==> src/hdl/kst_pkg.sv <==
// Shared types and constants of the KST oscillator.
package kst_pkg;

    localparam int PRICE_W    = 32;
    localparam int LAG_W      = 7;
    localparam int ALPHA_W    = 17;
    localparam int CFG_IDX_W  = 4;
    localparam int CFG_DATA_W = 17;
    localparam int EMA_W      = 48;
    localparam int SUM_W      = 52;
    localparam int OUT_W      = 32;

    localparam logic [ALPHA_W-1:0] ONE_Q16     = 17'd65536;
    localparam int                 ALPHA_SHIFT = 16;
    localparam logic [EMA_W+17:0]  ROUND_HALF  = 66'd32768;
    localparam logic [EMA_W-1:0]   VAL_MAX     = 48'h7FFF_FFFF_FFFF;
    localparam logic [PRICE_W-1:0] KST_DIVISOR = 32'd10;
    localparam int                 KST_ROUND   = 5;

    localparam logic [CFG_IDX_W-1:0] CFG_LAG_ONE     = 4'd0;
    localparam logic [CFG_IDX_W-1:0] CFG_LAG_TWO     = 4'd1;
    localparam logic [CFG_IDX_W-1:0] CFG_LAG_THREE   = 4'd2;
    localparam logic [CFG_IDX_W-1:0] CFG_LAG_FOUR    = 4'd3;
    localparam logic [CFG_IDX_W-1:0] CFG_ALPHA_ONE   = 4'd4;
    localparam logic [CFG_IDX_W-1:0] CFG_ALPHA_TWO   = 4'd5;
    localparam logic [CFG_IDX_W-1:0] CFG_ALPHA_THREE = 4'd6;
    localparam logic [CFG_IDX_W-1:0] CFG_ALPHA_FOUR  = 4'd7;

    localparam logic [LAG_W-1:0]   RST_LAG_ONE     = 7'd10;
    localparam logic [LAG_W-1:0]   RST_LAG_TWO     = 7'd15;
    localparam logic [LAG_W-1:0]   RST_LAG_THREE   = 7'd20;
    localparam logic [LAG_W-1:0]   RST_LAG_FOUR    = 7'd30;
    localparam logic [ALPHA_W-1:0] RST_ALPHA_SHORT = 17'd11916;
    localparam logic [ALPHA_W-1:0] RST_ALPHA_LONG  = 17'd8192;

    typedef struct packed {
        logic [PRICE_W-1:0] close_price;
        logic               restart;
    } in_t;

    typedef struct packed {
        logic signed [OUT_W-1:0] signal_value;
        logic                    zero_price_fault;
    } out_t;

endpackage

==> src/hdl/kst_ram.sv <==
// Generic single-write, single-read RAM with registered read data.
module kst_ram #(
    parameter int WIDTH = 32,
    parameter int DEPTH = 64
) (
    input  logic                     clk,
    input  logic                     we,
    input  logic [$clog2(DEPTH)-1:0] waddr,
    input  logic [WIDTH-1:0]         wdata,
    input  logic [$clog2(DEPTH)-1:0] raddr,
    output logic [WIDTH-1:0]         rdata
);

    logic [WIDTH-1:0] mem [DEPTH];
    logic [WIDTH-1:0] rdata_reg;

    always_ff @(posedge clk)
    begin
        if (we)
        begin
            mem[waddr] <= wdata;
        end
        rdata_reg <= mem[raddr];
    end

    assign rdata = rdata_reg;

endmodule

==> src/hdl/kst_div.sv <==
// Bit-serial restoring divider, one quotient bit per cycle.
module kst_div #(
    parameter int NW = 56,
    parameter int DW = 32
) (
    input  logic          clk,
    input  logic          rst_n,
    input  logic          start,
    input  logic [NW-1:0] dividend,
    input  logic [DW-1:0] divisor,
    output logic          done,
    output logic [NW-1:0] quotient
);

    localparam int CNT_W = $clog2(NW + 1);

    logic             busy_reg, busy_next;
    logic             done_reg, done_next;
    logic [CNT_W-1:0] cnt_reg, cnt_next;
    logic [NW-1:0]    num_reg, num_next;
    logic [DW-1:0]    rem_reg, rem_next;
    logic [DW-1:0]    den_reg, den_next;
    logic [DW:0]      trial;
    logic             ge;

    always_comb
    begin
        trial     = {rem_reg, num_reg[NW-1]};
        ge        = (trial >= {1'b0, den_reg});
        busy_next = busy_reg;
        done_next = 1'b0;
        cnt_next  = cnt_reg;
        num_next  = num_reg;
        rem_next  = rem_reg;
        den_next  = den_reg;
        if (start)
        begin
            busy_next = 1'b1;
            cnt_next  = '0;
            num_next  = dividend;
            rem_next  = '0;
            den_next  = divisor;
        end
        else if (busy_reg)
        begin
            // subtract when the trial remainder covers the divisor
            rem_next = ge ? DW'(trial - {1'b0, den_reg}) : trial[DW-1:0];
            num_next = {num_reg[NW-2:0], ge};
            cnt_next = cnt_reg + 1'b1;
            if (cnt_reg == CNT_W'(NW - 1))
            begin
                busy_next = 1'b0;
                done_next = 1'b1;
            end
        end
    end

    always_ff @(posedge clk or negedge rst_n)
    begin
        if (!rst_n)
        begin
            busy_reg <= 1'b0;
            done_reg <= 1'b0;
            cnt_reg  <= '0;
        end
        else
        begin
            busy_reg <= busy_next;
            done_reg <= done_next;
            cnt_reg  <= cnt_next;
        end
    end

    always_ff @(posedge clk)
    begin
        num_reg <= num_next;
        rem_reg <= rem_next;
        den_reg <= den_next;
    end

    assign done     = done_reg;
    assign quotient = num_reg;

endmodule

==> src/hdl/kst_mul.sv <==
// Bit-serial shift-and-add multiplier: signed value times unsigned Q1.16 weight.
module kst_mul #(
    parameter int DW = 49
) (
    input  logic                                  clk,
    input  logic                                  rst_n,
    input  logic                                  start,
    input  logic signed [DW-1:0]                  mcand,
    input  logic [kst_pkg::ALPHA_W-1:0]           mplier,
    output logic                                  done,
    output logic signed [DW+kst_pkg::ALPHA_W-1:0] product
);

    localparam int PW    = DW + kst_pkg::ALPHA_W;
    localparam int CNT_W = $clog2(kst_pkg::ALPHA_W + 1);

    logic                        busy_reg, busy_next;
    logic                        done_reg, done_next;
    logic [CNT_W-1:0]            cnt_reg, cnt_next;
    logic signed [PW-1:0]        acc_reg, acc_next;
    logic signed [PW-1:0]        mc_reg, mc_next;
    logic [kst_pkg::ALPHA_W-1:0] mp_reg, mp_next;

    always_comb
    begin
        busy_next = busy_reg;
        done_next = 1'b0;
        cnt_next  = cnt_reg;
        acc_next  = acc_reg;
        mc_next   = mc_reg;
        mp_next   = mp_reg;
        if (start)
        begin
            busy_next = 1'b1;
            cnt_next  = '0;
            acc_next  = '0;
            mc_next   = PW'(mcand);
            mp_next   = mplier;
        end
        else if (busy_reg)
        begin
            if (mp_reg[0])
            begin
                acc_next = acc_reg + mc_reg;
            end
            mc_next  = mc_reg <<< 1;
            mp_next  = mp_reg >> 1;
            cnt_next = cnt_reg + 1'b1;
            if (cnt_reg == CNT_W'(kst_pkg::ALPHA_W - 1))
            begin
                busy_next = 1'b0;
                done_next = 1'b1;
            end
        end
    end

    always_ff @(posedge clk or negedge rst_n)
    begin
        if (!rst_n)
        begin
            busy_reg <= 1'b0;
            done_reg <= 1'b0;
            cnt_reg  <= '0;
        end
        else
        begin
            busy_reg <= busy_next;
            done_reg <= done_next;
            cnt_reg  <= cnt_next;
        end
    end

    always_ff @(posedge clk)
    begin
        acc_reg <= acc_next;
        mc_reg  <= mc_next;
        mp_reg  <= mp_next;
    end

    assign done    = done_reg;
    assign product = acc_reg;

endmodule

==> src/hdl/know_sure_thing_oscillator.sv <==
// Know Sure Thing oscillator: top level with the sequencer and the working registers.
//
// Usage:
//   in_valid/in_ready/in_item carry one close price word (unsigned Q16.16) plus a
//   restart flag that opens a new series. out_valid/out_ready/out_item carry the
//   smoothed signal (signed Q16.16, saturated) and the zero-price fault flag.
//   cfg_valid/cfg_ready/cfg_index/cfg_data write the lag and alpha registers;
//   cfg_ready is always high and writes belong in idle periods only.
//   An item before the series holds as many samples as the largest lag gives no
//   result. A later item goes through the shared bit-serial divider, NW bits wide,
//   NW being the larger of 39+FRACTION_BITS and 52: four rates of change (but for
//   a zero old price) and the final divide by ten go through it one quotient bit
//   per cycle, and once the series is seeded the five averages go through a
//   serial multiplier.
//   One item is in work at a time; in_ready is high only while the block idles.
//   The result sits in an output register, so the next word is accepted while it
//   waits; if the receiver still stalls when the following result is ready, the
//   block holds that result until the register empties.
//   Reset clears the sample count, the series and the output valid flag, and loads
//   the default lags and weights; the price ring needs no clearing.
module know_sure_thing_oscillator #(
    parameter int MAX_LAG       = 64,
    parameter int SIGNAL_PERIOD = 9,
    parameter int FRACTION_BITS = 16
) (
    input  logic                              clk,
    input  logic                              rst_n,
    input  logic                              in_valid,
    output logic                              in_ready,
    input  kst_pkg::in_t                      in_item,
    output logic                              out_valid,
    input  logic                              out_ready,
    output kst_pkg::out_t                     out_item,
    input  logic                              cfg_valid,
    output logic                              cfg_ready,
    input  logic [kst_pkg::CFG_IDX_W-1:0]     cfg_index,
    input  logic [kst_pkg::CFG_DATA_W-1:0]    cfg_data
);

    localparam int AW     = $clog2(MAX_LAG);
    localparam int CW     = $clog2(MAX_LAG + 1);
    localparam int MAGW   = 39 + FRACTION_BITS;
    localparam int NW     = (MAGW > kst_pkg::SUM_W) ? MAGW : kst_pkg::SUM_W;
    localparam int EW     = kst_pkg::EMA_W;
    localparam int MDW    = EW + 1;
    localparam int PW     = MDW + kst_pkg::ALPHA_W;
    localparam int SIG_ALPHA_I = (131072 + (SIGNAL_PERIOD + 1) / 2) / (SIGNAL_PERIOD + 1);
    localparam logic [kst_pkg::ALPHA_W-1:0] SIG_ALPHA = kst_pkg::ALPHA_W'(SIG_ALPHA_I);

    localparam logic [3:0] S_IDLE  = 4'd0;
    localparam logic [3:0] S_READ  = 4'd1;
    localparam logic [3:0] S_OLD   = 4'd2;
    localparam logic [3:0] S_DIV   = 4'd3;
    localparam logic [3:0] S_EMA   = 4'd4;
    localparam logic [3:0] S_MUL   = 4'd5;
    localparam logic [3:0] S_ACC   = 4'd6;
    localparam logic [3:0] S_KST   = 4'd7;
    localparam logic [3:0] S_KDIV  = 4'd8;
    localparam logic [3:0] S_SIG   = 4'd9;
    localparam logic [3:0] S_SMUL  = 4'd10;
    localparam logic [3:0] S_DONE  = 4'd11;
    localparam logic [3:0] S_STORE = 4'd12;

    logic [3:0]                  state_reg, state_next;
    logic [1:0]                  k_reg, k_next;
    logic [31:0]                 price_reg, price_next;
    logic                        neg_reg, neg_next;
    logic                        fault_reg, fault_next;
    logic                        seeded_reg, seeded_next;
    logic [CW-1:0]               count_reg, count_next;
    logic [AW-1:0]               wp_reg, wp_next;
    logic signed [EW-1:0]        ema_reg [4];
    logic signed [EW-1:0]        ema_next [4];
    logic signed [EW-1:0]        roc_reg, roc_next;
    logic signed [EW-1:0]        kst_reg, kst_next;
    logic signed [EW-1:0]        sig_reg, sig_next;
    logic signed [kst_pkg::SUM_W-1:0] sum_reg, sum_next;
    kst_pkg::out_t               out_reg, out_next;
    logic                        out_valid_reg, out_valid_next;
    logic [kst_pkg::LAG_W-1:0]   lag_reg [4];
    logic [kst_pkg::ALPHA_W-1:0] alpha_reg [4];

    logic [CW-1:0]               lag_eff [4];
    logic [CW-1:0]               start_lag;
    logic [CW-1:0]               cnt_eff;
    logic [CW:0]                 wpx, lkx, idx_full;
    logic [AW-1:0]               raddr;
    logic [31:0]                 rdata;
    logic                        ram_we;
    logic [31:0]                 diff;
    logic [NW-1:0]               diffx;
    logic                        div_start, div_done;
    logic [NW-1:0]               div_num, div_q;
    logic [31:0]                 div_den;
    logic                        mul_start, mul_done;
    logic signed [MDW-1:0]       mul_a;
    logic [kst_pkg::ALPHA_W-1:0] mul_b, alpha_k;
    logic signed [PW-1:0]        mul_p;
    logic signed [PW-1:0]        delta;
    logic signed [kst_pkg::SUM_W-1:0] ema_ext, term;
    logic [kst_pkg::SUM_W-1:0]   sum_abs;

    // effective lags and the sample index at which results start
    always_comb
    begin
        for (int i = 0; i < 4; i++)
        begin
            if (lag_reg[i] == '0)
            begin
                lag_eff[i] = CW'(1);
            end
            else if (int'(lag_reg[i]) > MAX_LAG)
            begin
                lag_eff[i] = CW'(MAX_LAG);
            end
            else
            begin
                lag_eff[i] = CW'(lag_reg[i]);
            end
        end
        start_lag = lag_eff[3];
        for (int i = 0; i < 3; i++)
        begin
            if (lag_eff[i] > start_lag)
            begin
                start_lag = lag_eff[i];
            end
        end
    end

    assign cnt_eff  = in_item.restart ? '0 : count_reg;
    assign wpx      = (CW + 1)'(wp_reg);
    assign lkx      = (CW + 1)'(lag_eff[k_reg]);
    assign idx_full = (wpx >= lkx) ? wpx - lkx : wpx + (CW + 1)'(MAX_LAG) - lkx;
    assign raddr    = idx_full[AW-1:0];
    assign alpha_k  = (alpha_reg[k_reg] > kst_pkg::ONE_Q16) ? kst_pkg::ONE_Q16
                                                            : alpha_reg[k_reg];
    assign diff     = (price_reg >= rdata) ? price_reg - rdata : rdata - price_reg;
    assign diffx    = NW'(diff);
    assign delta    = (mul_p + kst_pkg::ROUND_HALF) >>> kst_pkg::ALPHA_SHIFT;
    assign ema_ext  = kst_pkg::SUM_W'(ema_reg[k_reg]);
    assign sum_abs  = sum_reg[kst_pkg::SUM_W-1] ? kst_pkg::SUM_W'(-sum_reg)
                                                : kst_pkg::SUM_W'(sum_reg);

    // weight 1..4 of the current average
    always_comb
    begin
        case (k_reg)
            2'd0:    term = ema_ext;
            2'd1:    term = ema_ext <<< 1;
            2'd2:    term = (ema_ext <<< 1) + ema_ext;
            default: term = ema_ext <<< 2;
        endcase
    end

    always_comb
    begin
        state_next     = state_reg;
        k_next         = k_reg;
        price_next     = price_reg;
        neg_next       = neg_reg;
        fault_next     = fault_reg;
        seeded_next    = seeded_reg;
        count_next     = count_reg;
        wp_next        = wp_reg;
        ema_next       = ema_reg;
        roc_next       = roc_reg;
        kst_next       = kst_reg;
        sig_next       = sig_reg;
        sum_next       = sum_reg;
        out_next       = out_reg;
        out_valid_next = out_valid_reg;
        ram_we         = 1'b0;
        div_start      = 1'b0;
        div_num        = '0;
        div_den        = '0;
        mul_start      = 1'b0;
        mul_a          = '0;
        mul_b          = alpha_k;
        in_ready       = (state_reg == S_IDLE);

        if (out_valid_reg && out_ready)
        begin
            out_valid_next = 1'b0;
        end

        case (state_reg)
            S_IDLE:
            begin
                if (in_valid)
                begin
                    price_next = in_item.close_price;
                    count_next = cnt_eff;
                    if (in_item.restart)
                    begin
                        seeded_next = 1'b0;
                    end
                    if (cnt_eff >= start_lag)
                    begin
                        k_next     = 2'd0;
                        sum_next   = '0;
                        fault_next = 1'b0;
                        state_next = S_READ;
                    end
                    else
                    begin
                        state_next = S_STORE;
                    end
                end
            end
            S_READ:
            begin
                state_next = S_OLD;
            end
            S_OLD:
            begin
                if (rdata == '0)
                begin
                    fault_next = 1'b1;
                    roc_next   = kst_pkg::VAL_MAX;
                    state_next = S_EMA;
                end
                else
                begin
                    neg_next   = (price_reg < rdata);
                    div_start  = 1'b1;
                    div_num    = (((diffx << 6) + (diffx << 5) + (diffx << 2))
                                  << FRACTION_BITS) + NW'(rdata >> 1);
                    div_den    = rdata;
                    state_next = S_DIV;
                end
            end
            S_DIV:
            begin
                if (div_done)
                begin
                    if (neg_reg)
                    begin
                        roc_next = -EW'(div_q);
                    end
                    else if (div_q > NW'(kst_pkg::VAL_MAX))
                    begin
                        roc_next = kst_pkg::VAL_MAX;
                    end
                    else
                    begin
                        roc_next = EW'(div_q);
                    end
                    state_next = S_EMA;
                end
            end
            S_EMA:
            begin
                if (seeded_reg)
                begin
                    mul_start  = 1'b1;
                    mul_a      = MDW'(roc_reg) - MDW'(ema_reg[k_reg]);
                    state_next = S_MUL;
                end
                else
                begin
                    ema_next[k_reg] = roc_reg;
                    state_next      = S_ACC;
                end
            end
            S_MUL:
            begin
                if (mul_done)
                begin
                    ema_next[k_reg] = ema_reg[k_reg] + EW'(delta);
                    state_next      = S_ACC;
                end
            end
            S_ACC:
            begin
                sum_next = sum_reg + term;
                if (k_reg == 2'd3)
                begin
                    state_next = S_KST;
                end
                else
                begin
                    k_next     = k_reg + 1'b1;
                    state_next = S_READ;
                end
            end
            S_KST:
            begin
                // divide by ten, rounding half away from zero
                div_start  = 1'b1;
                div_num    = NW'(sum_abs) + NW'(kst_pkg::KST_ROUND);
                div_den    = kst_pkg::KST_DIVISOR;
                neg_next   = sum_reg[kst_pkg::SUM_W-1];
                state_next = S_KDIV;
            end
            S_KDIV:
            begin
                if (div_done)
                begin
                    kst_next   = neg_reg ? -EW'(div_q) : EW'(div_q);
                    state_next = S_SIG;
                end
            end
            S_SIG:
            begin
                if (seeded_reg)
                begin
                    mul_start  = 1'b1;
                    mul_a      = MDW'(kst_reg) - MDW'(sig_reg);
                    mul_b      = SIG_ALPHA;
                    state_next = S_SMUL;
                end
                else
                begin
                    sig_next   = kst_reg;
                    state_next = S_DONE;
                end
            end
            S_SMUL:
            begin
                if (mul_done)
                begin
                    sig_next   = sig_reg + EW'(delta);
                    state_next = S_DONE;
                end
            end
            S_DONE:
            begin
                // hold until the output register is free
                if (!out_valid_reg || out_ready)
                begin
                    if (sig_reg > EW'(32'sh7FFF_FFFF))
                    begin
                        out_next.signal_value = 32'sh7FFF_FFFF;
                    end
                    else if (sig_reg < -EW'(33'sh0_8000_0000))
                    begin
                        out_next.signal_value = 32'sh8000_0000;
                    end
                    else
                    begin
                        out_next.signal_value = sig_reg[31:0];
                    end
                    out_next.zero_price_fault = fault_reg;
                    out_valid_next = 1'b1;
                    seeded_next    = 1'b1;
                    state_next     = S_STORE;
                end
            end
            S_STORE:
            begin
                ram_we  = 1'b1;
                wp_next = (wp_reg == AW'(MAX_LAG - 1)) ? '0 : wp_reg + 1'b1;
                if (count_reg < CW'(MAX_LAG))
                begin
                    count_next = count_reg + 1'b1;
                end
                state_next = S_IDLE;
            end
            default:
            begin
                state_next = S_IDLE;
            end
        endcase
    end

    kst_ram #(
        .WIDTH (32),
        .DEPTH (MAX_LAG)
    ) u_ring (
        .clk   (clk),
        .we    (ram_we),
        .waddr (wp_reg),
        .wdata (price_reg),
        .raddr (raddr),
        .rdata (rdata)
    );

    kst_div #(
        .NW (NW),
        .DW (32)
    ) u_div (
        .clk      (clk),
        .rst_n    (rst_n),
        .start    (div_start),
        .dividend (div_num),
        .divisor  (div_den),
        .done     (div_done),
        .quotient (div_q)
    );

    kst_mul #(
        .DW (MDW)
    ) u_mul (
        .clk     (clk),
        .rst_n   (rst_n),
        .start   (mul_start),
        .mcand   (mul_a),
        .mplier  (mul_b),
        .done    (mul_done),
        .product (mul_p)
    );

    always_ff @(posedge clk or negedge rst_n)
    begin
        if (!rst_n)
        begin
            state_reg     <= S_IDLE;
            k_reg         <= '0;
            seeded_reg    <= 1'b0;
            count_reg     <= '0;
            wp_reg        <= '0;
            out_valid_reg <= 1'b0;
            lag_reg[0]    <= kst_pkg::RST_LAG_ONE;
            lag_reg[1]    <= kst_pkg::RST_LAG_TWO;
            lag_reg[2]    <= kst_pkg::RST_LAG_THREE;
            lag_reg[3]    <= kst_pkg::RST_LAG_FOUR;
            alpha_reg[0]  <= kst_pkg::RST_ALPHA_SHORT;
            alpha_reg[1]  <= kst_pkg::RST_ALPHA_SHORT;
            alpha_reg[2]  <= kst_pkg::RST_ALPHA_SHORT;
            alpha_reg[3]  <= kst_pkg::RST_ALPHA_LONG;
        end
        else
        begin
            state_reg     <= state_next;
            k_reg         <= k_next;
            seeded_reg    <= seeded_next;
            count_reg     <= count_next;
            wp_reg        <= wp_next;
            out_valid_reg <= out_valid_next;
            if (cfg_valid)
            begin
                case (cfg_index)
                    kst_pkg::CFG_LAG_ONE:     lag_reg[0]   <= cfg_data[kst_pkg::LAG_W-1:0];
                    kst_pkg::CFG_LAG_TWO:     lag_reg[1]   <= cfg_data[kst_pkg::LAG_W-1:0];
                    kst_pkg::CFG_LAG_THREE:   lag_reg[2]   <= cfg_data[kst_pkg::LAG_W-1:0];
                    kst_pkg::CFG_LAG_FOUR:    lag_reg[3]   <= cfg_data[kst_pkg::LAG_W-1:0];
                    kst_pkg::CFG_ALPHA_ONE:   alpha_reg[0] <= cfg_data;
                    kst_pkg::CFG_ALPHA_TWO:   alpha_reg[1] <= cfg_data;
                    kst_pkg::CFG_ALPHA_THREE: alpha_reg[2] <= cfg_data;
                    kst_pkg::CFG_ALPHA_FOUR:  alpha_reg[3] <= cfg_data;
                    default:
                    begin
                    end
                endcase
            end
        end
    end

    always_ff @(posedge clk)
    begin
        price_reg <= price_next;
        neg_reg   <= neg_next;
        fault_reg <= fault_next;
        ema_reg   <= ema_next;
        roc_reg   <= roc_next;
        kst_reg   <= kst_next;
        sig_reg   <= sig_next;
        sum_reg   <= sum_next;
        out_reg   <= out_next;
    end

    assign cfg_ready = 1'b1;
    assign out_valid = out_valid_reg;
    assign out_item  = out_reg;

endmodule

==> config.mk <==
export PLATFORM = sky130hd
export DESIGN_NAME = know_sure_thing_oscillator
export DESIGN_NICKNAME = d
export VERILOG_FILES = /design/src/hdl/kst_pkg.sv /design/src/hdl/kst_ram.sv /design/src/hdl/kst_div.sv /design/src/hdl/kst_mul.sv /design/src/hdl/know_sure_thing_oscillator.sv
export SDC_FILE = /design/constraint.sdc
export NUM_CORES = 2
export LEC_CHECK = 0
export BUFFER_PORTS_ARGS = -buffer_cell sky130_fd_sc_hd__buf_2
export CORE_AREA = 5 5 773 775
export CTS_CLUSTER_SIZE = 24
export DETAILED_ROUTE_END_ITERATION = 16
export DIE_AREA = 0 0 778 780
export GPL_TIMING_DRIVEN = 0
export PLACE_DENSITY_LB_ADDON = 0.15
export SETUP_SLACK_MARGIN = 0.1
export SLEW_MARGIN = 15
export SYNTH_ARGS = -nofsm -noshare
export SYNTH_HDL_FRONTEND = slang
export SYNTH_SLANG_ARGS = --single-unit
==> constraint.sdc <==
create_clock -name clk -period 12.5 [get_ports clk]
set_input_delay 0.625 -clock clk [delete_from_list [all_inputs] [get_ports clk]]
set_output_delay 0.625 -clock clk [all_outputs]
set_load 0.02 [all_outputs]
# --- Yosys cells after proc, flatten, opt, wreduce, memory -nomap -nowiden ---
# Memories as Yosys holds them, arrays and structs flattened. A register that Yosys moved wholly into a read port is not among the register bits.
# Cells that the tools add are included.
totals:
  rom_bits: 0
  ff_bits: 855
  mem_count: 1
  latch_bits: 0
  output_inout_bits: 36
  elab_cells: 287
  ram_bits: 2048
memory_table:
  columns: ["memory", "words", "word_bits", "read_ports", "rd_clocked_by_memory_dff", "wr", "line", "text"]
  rows:
  - ["u_ring.mem", 64, 32, 1, 1, 1, "kst_ram.sv:14", "logic [WIDTH-1:0] mem [DEPTH];"]
classes:
  shifts: 0
  addsub: 25
  bitwise_logic: 1
  n_mul: 0
  muxes: 118
  div: 0
  magnitude_cmp: 19
  n_eq_ne: 39
  n_reduce_logical: 45
op_table:
  columns: ["op", "n"]
  rows:
  - ["$mux W48", 10]
  - ["$bwmux W192", 2]
  - ["$mux W192", 2]
  - ["$pmux W192 S2", 1]
  - ["$pmux W48 S2", 2]
  - ["$mux W55", 3]
  - ["$mux W52", 3]
  - ["$pmux W52 S3", 1]
  - ["$mux W66", 2]
  - ["$mux W32", 4]
  - ["$mux W17", 7]
  - ["$mux W7", 16]
  - ["$pmux W55 S2", 1]
  - ["$pmux W52 S2", 1]
  - ["$mux W49", 2]
  - ["$pmux W49 S2", 1]
  - ["$sub A48 B48 Y49", 2]
  - ["$add A48 B48 Y48", 2]
  - ["$bmux W48 S2", 1]
  - ["$demux W48 S2", 1]
  - ["$sub A32 B32 Y32", 3]
  - ["$add A66 B66 Y66", 1]
  - ["$add A64 B16 Y64 const B", 1]
  - ["$pmux W32 S2", 1]
  - ["other kinds (63)", 177]

# --- Depth between registers and ports, before layout ---
logic_depth:
  word_depth: 13
  depth_mapped: 42
  ltp_nobuf: 41

# --- Hierarchy ---
# Synthesis repeated with hierarchy kept, for this count alone.
hier_totals:
  cells_unflattened: 10814
  hier_area_um2: 148158.3
by_module_without_submodules:
  columns: ["mod", "seq_area_each_um2", "area_each_um2", "cells_per_inst", "instances"]
  rows:
  - ["kst_ram", 62139.6, 78562.8, 3325, 1]
  - ["know_sure_thing_oscillator", 16633.5, 52651.7, 5785, 1]
  - ["kst_mul", 3988.8, 9753.1, 1031, 1]
  - ["kst_div", 3453.3, 7190.6, 673, 1]

# --- Worst setup path before layout ---
# Ideal clock, no wire load.
synth_timing:
  path_type: "register to register"
  from: "reg lag_reg[1] (netlist name)"
  to: "reg k_reg[1]"
  stages_incl_launch_ff: 37
  path_slack_ps: 3473
  t_arrival_ps: 8904
  cell_sequence: "dfstp_2 -> nor2b_1 -> inv_1 -> ha_1 -> a21o_1 -> a21oi_1 -> o21ai_0 -> o22ai_1 -> mux2_2 -> ha_1 -> a21oi_1 -> nor2b_1 -> o21ai_0 -> o21ai_0 -> o22ai_1 -> clkbuf_1 -> nand2_1 -> o21ai_0 -> ha_1 -> a21oi_1 -> nor2b_1 -> o21ai_0 -> o21ai_0 -> o22ai_1 -> mux2_2 -> ha_1 -> a21o_1 -> a21o_1 -> a21o_1 -> a21oi_1 -> nor2b_1 -> o21ai_0 -> nand2b_1 -> a21oi_1 -> nor2_1 -> o21ai_0 -> a32o_1"
synth_between:
  elab_chain_cells: 12
  word_cells_on_any_way: 13
  cone_classes: "order compare (5); eq/ne (1); mux (5); reduce/logical (2)"
synth_lines:
  columns: ["element", "line", "text"]
  rows:
  - ["start, declared", "know_sure_thing_oscillator.sv:80", "logic [kst_pkg::LAG_W-1:0] lag_reg [4];"]
  - ["$gt A7 B7 Y1", "know_sure_thing_oscillator.sv:112", "else if (int'(lag_reg[i]) > MAX_LAG)"]
  - ["$mux W7", "know_sure_thing_oscillator.sv:112", null]
  - ["$mux W7 (*)", "know_sure_thing_oscillator.sv:108", "if (lag_reg[i] == '0)"]
  - ["$gt A7 B7 Y1", "know_sure_thing_oscillator.sv:124", "if (lag_eff[i] > start_lag)"]
  - ["$mux W7 (*)", "know_sure_thing_oscillator.sv:124", null]
  - ["$gt A7 B7 Y1", "know_sure_thing_oscillator.sv:124", null]
  - ["$mux W7 (*)", "know_sure_thing_oscillator.sv:124", null]
  - ["$gt A7 B7 Y1", "know_sure_thing_oscillator.sv:124", null]
  - ["$mux W7 (*)", "know_sure_thing_oscillator.sv:124", null]
  - ["$ge A7 B7 Y1 (*)", "know_sure_thing_oscillator.sv:198", "if (cnt_eff >= start_lag)"]
  - ["$ne A2 B1 Y1 (no source line) (*)", null, null]
  - ["$reduce_and A4 Y1 (no source line) (*)", null, null]
  - ["end signal, assigned", "know_sure_thing_oscillator.sv:426", "k_reg <= k_next;"]
  - ["end, declared", "know_sure_thing_oscillator.sv:65", "logic [1:0] k_reg, k_next;"]
# Every way passes the cells marked *; elsewhere a longest branch is shown, timed or not.
# A chain may end at the register's enable or synchronous reset.

# --- Final worst setup path ---
layout_timing:
  from: "reg price_reg[18]"
  to: "reg u_div.num_reg[54] (netlist: u_div.quotient[54]), data pin"
layout_between:
  elab_chain_cells: 8
  word_cells_on_any_way: 10
  cone_classes: "add/sub (5); order compare (1); mux (4)"
layout_lines:
  columns: ["element", "line", "text"]
  rows:
  - ["start, declared", "know_sure_thing_oscillator.sv:66", "logic [31:0] price_reg, price_next;"]
  - ["start signal, assigned", "know_sure_thing_oscillator.sv:452", "price_reg <= price_next;"]
  - ["$sub A32 B32 Y32 or $ge A32 B32 Y1 (tied branches)", "know_sure_thing_oscillator.sv:138", "assign diff = (price_reg >= rdata) ? price_reg - rdata : rdata - price_reg;"]
  - ["$mux W32 (*)", "know_sure_thing_oscillator.sv:138", null]
  - ["$add A38 B37 Y39", "know_sure_thing_oscillator.sv:227", "div_num = (((diffx << 6) + (diffx << 5) + (diffx << 2))"]
  - ["$add A39 B34 Y39 (*)", "know_sure_thing_oscillator.sv:227", null]
  - ["$add A55 B31 Y55 (*)", "know_sure_thing_oscillator.sv:228", "<< FRACTION_BITS) + NW'(rdata >> 1);"]
  - ["$mux W55 (*)", "know_sure_thing_oscillator.sv:217", "if (rdata == '0)"]
  - ["$pmux W55 S2 (*)", "know_sure_thing_oscillator.sv:187", "case (state_reg)"]
  - ["$mux W55 (*)", "kst_div.sv:36", "if (start)"]
  - ["named net u_div.num_next[54]", "kst_div.sv:20", "logic [NW-1:0] num_reg, num_next;"]
  - ["end signal, assigned", "kst_div.sv:76", "num_reg <= num_next;"]
  - ["end, declared", "kst_div.sv:20", null]
# Mark *: on every way through the listed nets, which the timed path passes. The rest lies on a longest branch.

==> qor.txt <==
initial DRC count -> 7843
Worst EP arrival -> 11370 ps
number of flops mapped to enable cells by yosys -> 2671
CP most frequent cell -> clkbuf_1
met2 Usage GRT -> 0.301
RSZ-0062 raised after global routing -> false
CP Data Required Time -> 13170 ps
Initial DRT Pass Iterations -> 8
post_cts resized -> 0
layout cells sized above 1 -> 0.167
CP peak stage delay -> 890 ps
Synth cell types -> 103
CP top delay family -> compound AO/OA/AOI/OAI gates
period utilisation layout -> 0.856
Post-DP HPWL -> 417000 µm
vias in the first global route -> 96984
max cap viols -> 0
CTS max path bufs -> 4
Critical Path Source Type -> flop
initial antenna violation count -> 30
global route overflow -> 0
Final Max Tran Viols -> 0
Vias -> 95170
post-synthesis register bit count -> 2931
Setup TNS -> 0 ps
Routed WL -> 540000 µm
f_max -> 93.4 MHz
met1 usage in global routing -> 0.217
largest cells by area after synthesis -> edfxtp_1, mux4_2, ha_1
met3 Use GR -> 0.0206
Mapped Area -> 147000 µm²
leading cell types by count after synthesis -> edfxtp_1, mux4_2, a21oi_1, nand2_1, nor2_1
register area share after synthesis -> 0.587
worst rel slew slack -> 0.146
Setup Skew -> 92.1 ps
first-pass GRT wire length -> 753000 µm
Die Wd -> 778 µm
GR peak layer -> met2
Die ar. -> 607000 µm²
Synth Instances -> 10575
Worst-Margin Slew -> 1280 ps
Hold WC Path Type -> input pin to flop
Sink Count -> 2931
wire per inst -> 27.8 µm
worst skew pair latency -> 1000 ps
CTS tree -> done
cell with the most instances after synthesis -> edfxtp_1
nets@finish -> 11946
Slowest-stage cell, CP -> edfxtp_1
Yosys top cell by area -> edfxtp_1
Worst Path Max Fanout -> 17
area delta synth->final -> 18.9%
pin count of the biggest net entering global routing -> 68
Post-DRT Antenna Nets -> 0
Final Hold Fails -> 0
Final min period -> 10700 ps
Synthesized Nets -> 11217
Rows -> 282
final setup violating endpoints -> 0
synth warn -> 0
Synth top area share -> 0.546
PortBufs -> 93
cts bufs inserted -> 340
Initial Util -> 0.249
ys async rst share -> 0.0450
Setup crit end kind -> flop
Core ar. -> 589000 µm²
CTS H-tree depth -> 5
WP buf/inv -> 7
# DRC -> 0
max reg flops -> 2048
critical path type -> flop to flop
GPL Wtd Cong -> 0.893
Ports -> 95
vias per cell -> 4.90
Most used DFF post-synth -> edfxtp_1
DIE HEIGHT -> 780 µm
clock edge transition at the registers on the reported setup and hold paths -> 60 ps
status -> finished clean
Avg Cell Area, Syn -> 13.9 µm²
Root Driver -> clkbuf_16
Total GRT Usage -> 0.173
==> metal layers <==
layer	up-vias	routed length, µm
met5	-	30
met4	4	25000
met3	703	23200
met2	2566	269000
met1	49376	223000
li1	42521	-
==> timing repair <==
action | in CTS | in global routing
setup buffers | 0 | 0
hold buffers | 44 | 0
endpoints found under the hold margin | 118 | 0
==> cells by family (layout without fill, tap and decap cells) <==
family / count (synthesis) / in the layout / synth area share
other cells: 1 / 14 / 0.0000255
xor+xnor: 636 / 636 / 0.0379
flops: 2931 / 2931 / 0.587
fa+ha+maj: 583 / 583 / 0.0515
compound gates: 2259 / 2259 / 0.0988
simple gates: 2364 / 2364 / 0.0795
buf+inv: 906 / 1916 / 0.0232
mux: 895 / 895 / 0.123
==> path summary, 6_finish.rpt <==
kind / from / endpoint / slack [ps] / depth (start not counted)
max: price_reg[18] / u_div.quotient[54] / 1800 / 31
min: cfg_data[3] / lag_reg[17] / 110 / 2
max reg2reg: price_reg[18] / u_div.quotient[54] / 1800 / 31
min reg2reg: u_mul.product[8] / u_mul.product[8] / 460 / 2
max in group asynchronous: rst_n / state_reg[0] / 11260 / 3
min in group asynchronous: rst_n / out_valid / 260 / 2
==> cell type report <==
class | count | area [µm²]
buffer | 507 | 1960
inverter | 399 | 1500
antenna | 13 | 32.5
tap | 7810 | 9770
fill | 58960 | 414000
clock buffer | 416 | 8860
timing repair buffer | 387 | 5590
sequential | 2931 | 86100
clock inverter | 207 | 2450
multi-input combinational | 6738 | 58200
==> stage by stage <==
step / std cells / hold slack, ps / cell area (µm²) / setup WS (ps) / utilization
global route: 19397 / 46.6 / 174000 / 1090 / 0.296
global placement: 18478 / 450 / 157000 / -221 / 0.267
floorplan: 10575 / 329 / 147000 / 3470 / -
detailed placement: 18728 / 448 / 163000 / 1760 / 0.276
finish: 19408 / 112 / 175000 / 1800 / 0.296
CTS: 19395 / 17.5 / 174000 / 1650 / 0.296
==> layout by cell type (no fill, tap or decap), types with 265 or more instances in the layout <==
cell type  synthesis  routed
clkbuf_16          0     340
xnor2_1          361     343
nand2_1          626     623
ha_1             548     548
nor2_1           611     546
a21o_1           330     330
a21oi_1          671     670
xor2_1           275     265
edfxtp_1        2671    2671
inv_1            397     396
o21ai_0          446     442
clkbuf_1         420     468
mux4_2           711     711
Power is left out: the tool's default activity adds up to more than one toggle a clock period on the data nets, which glitch-free logic cannot reach.
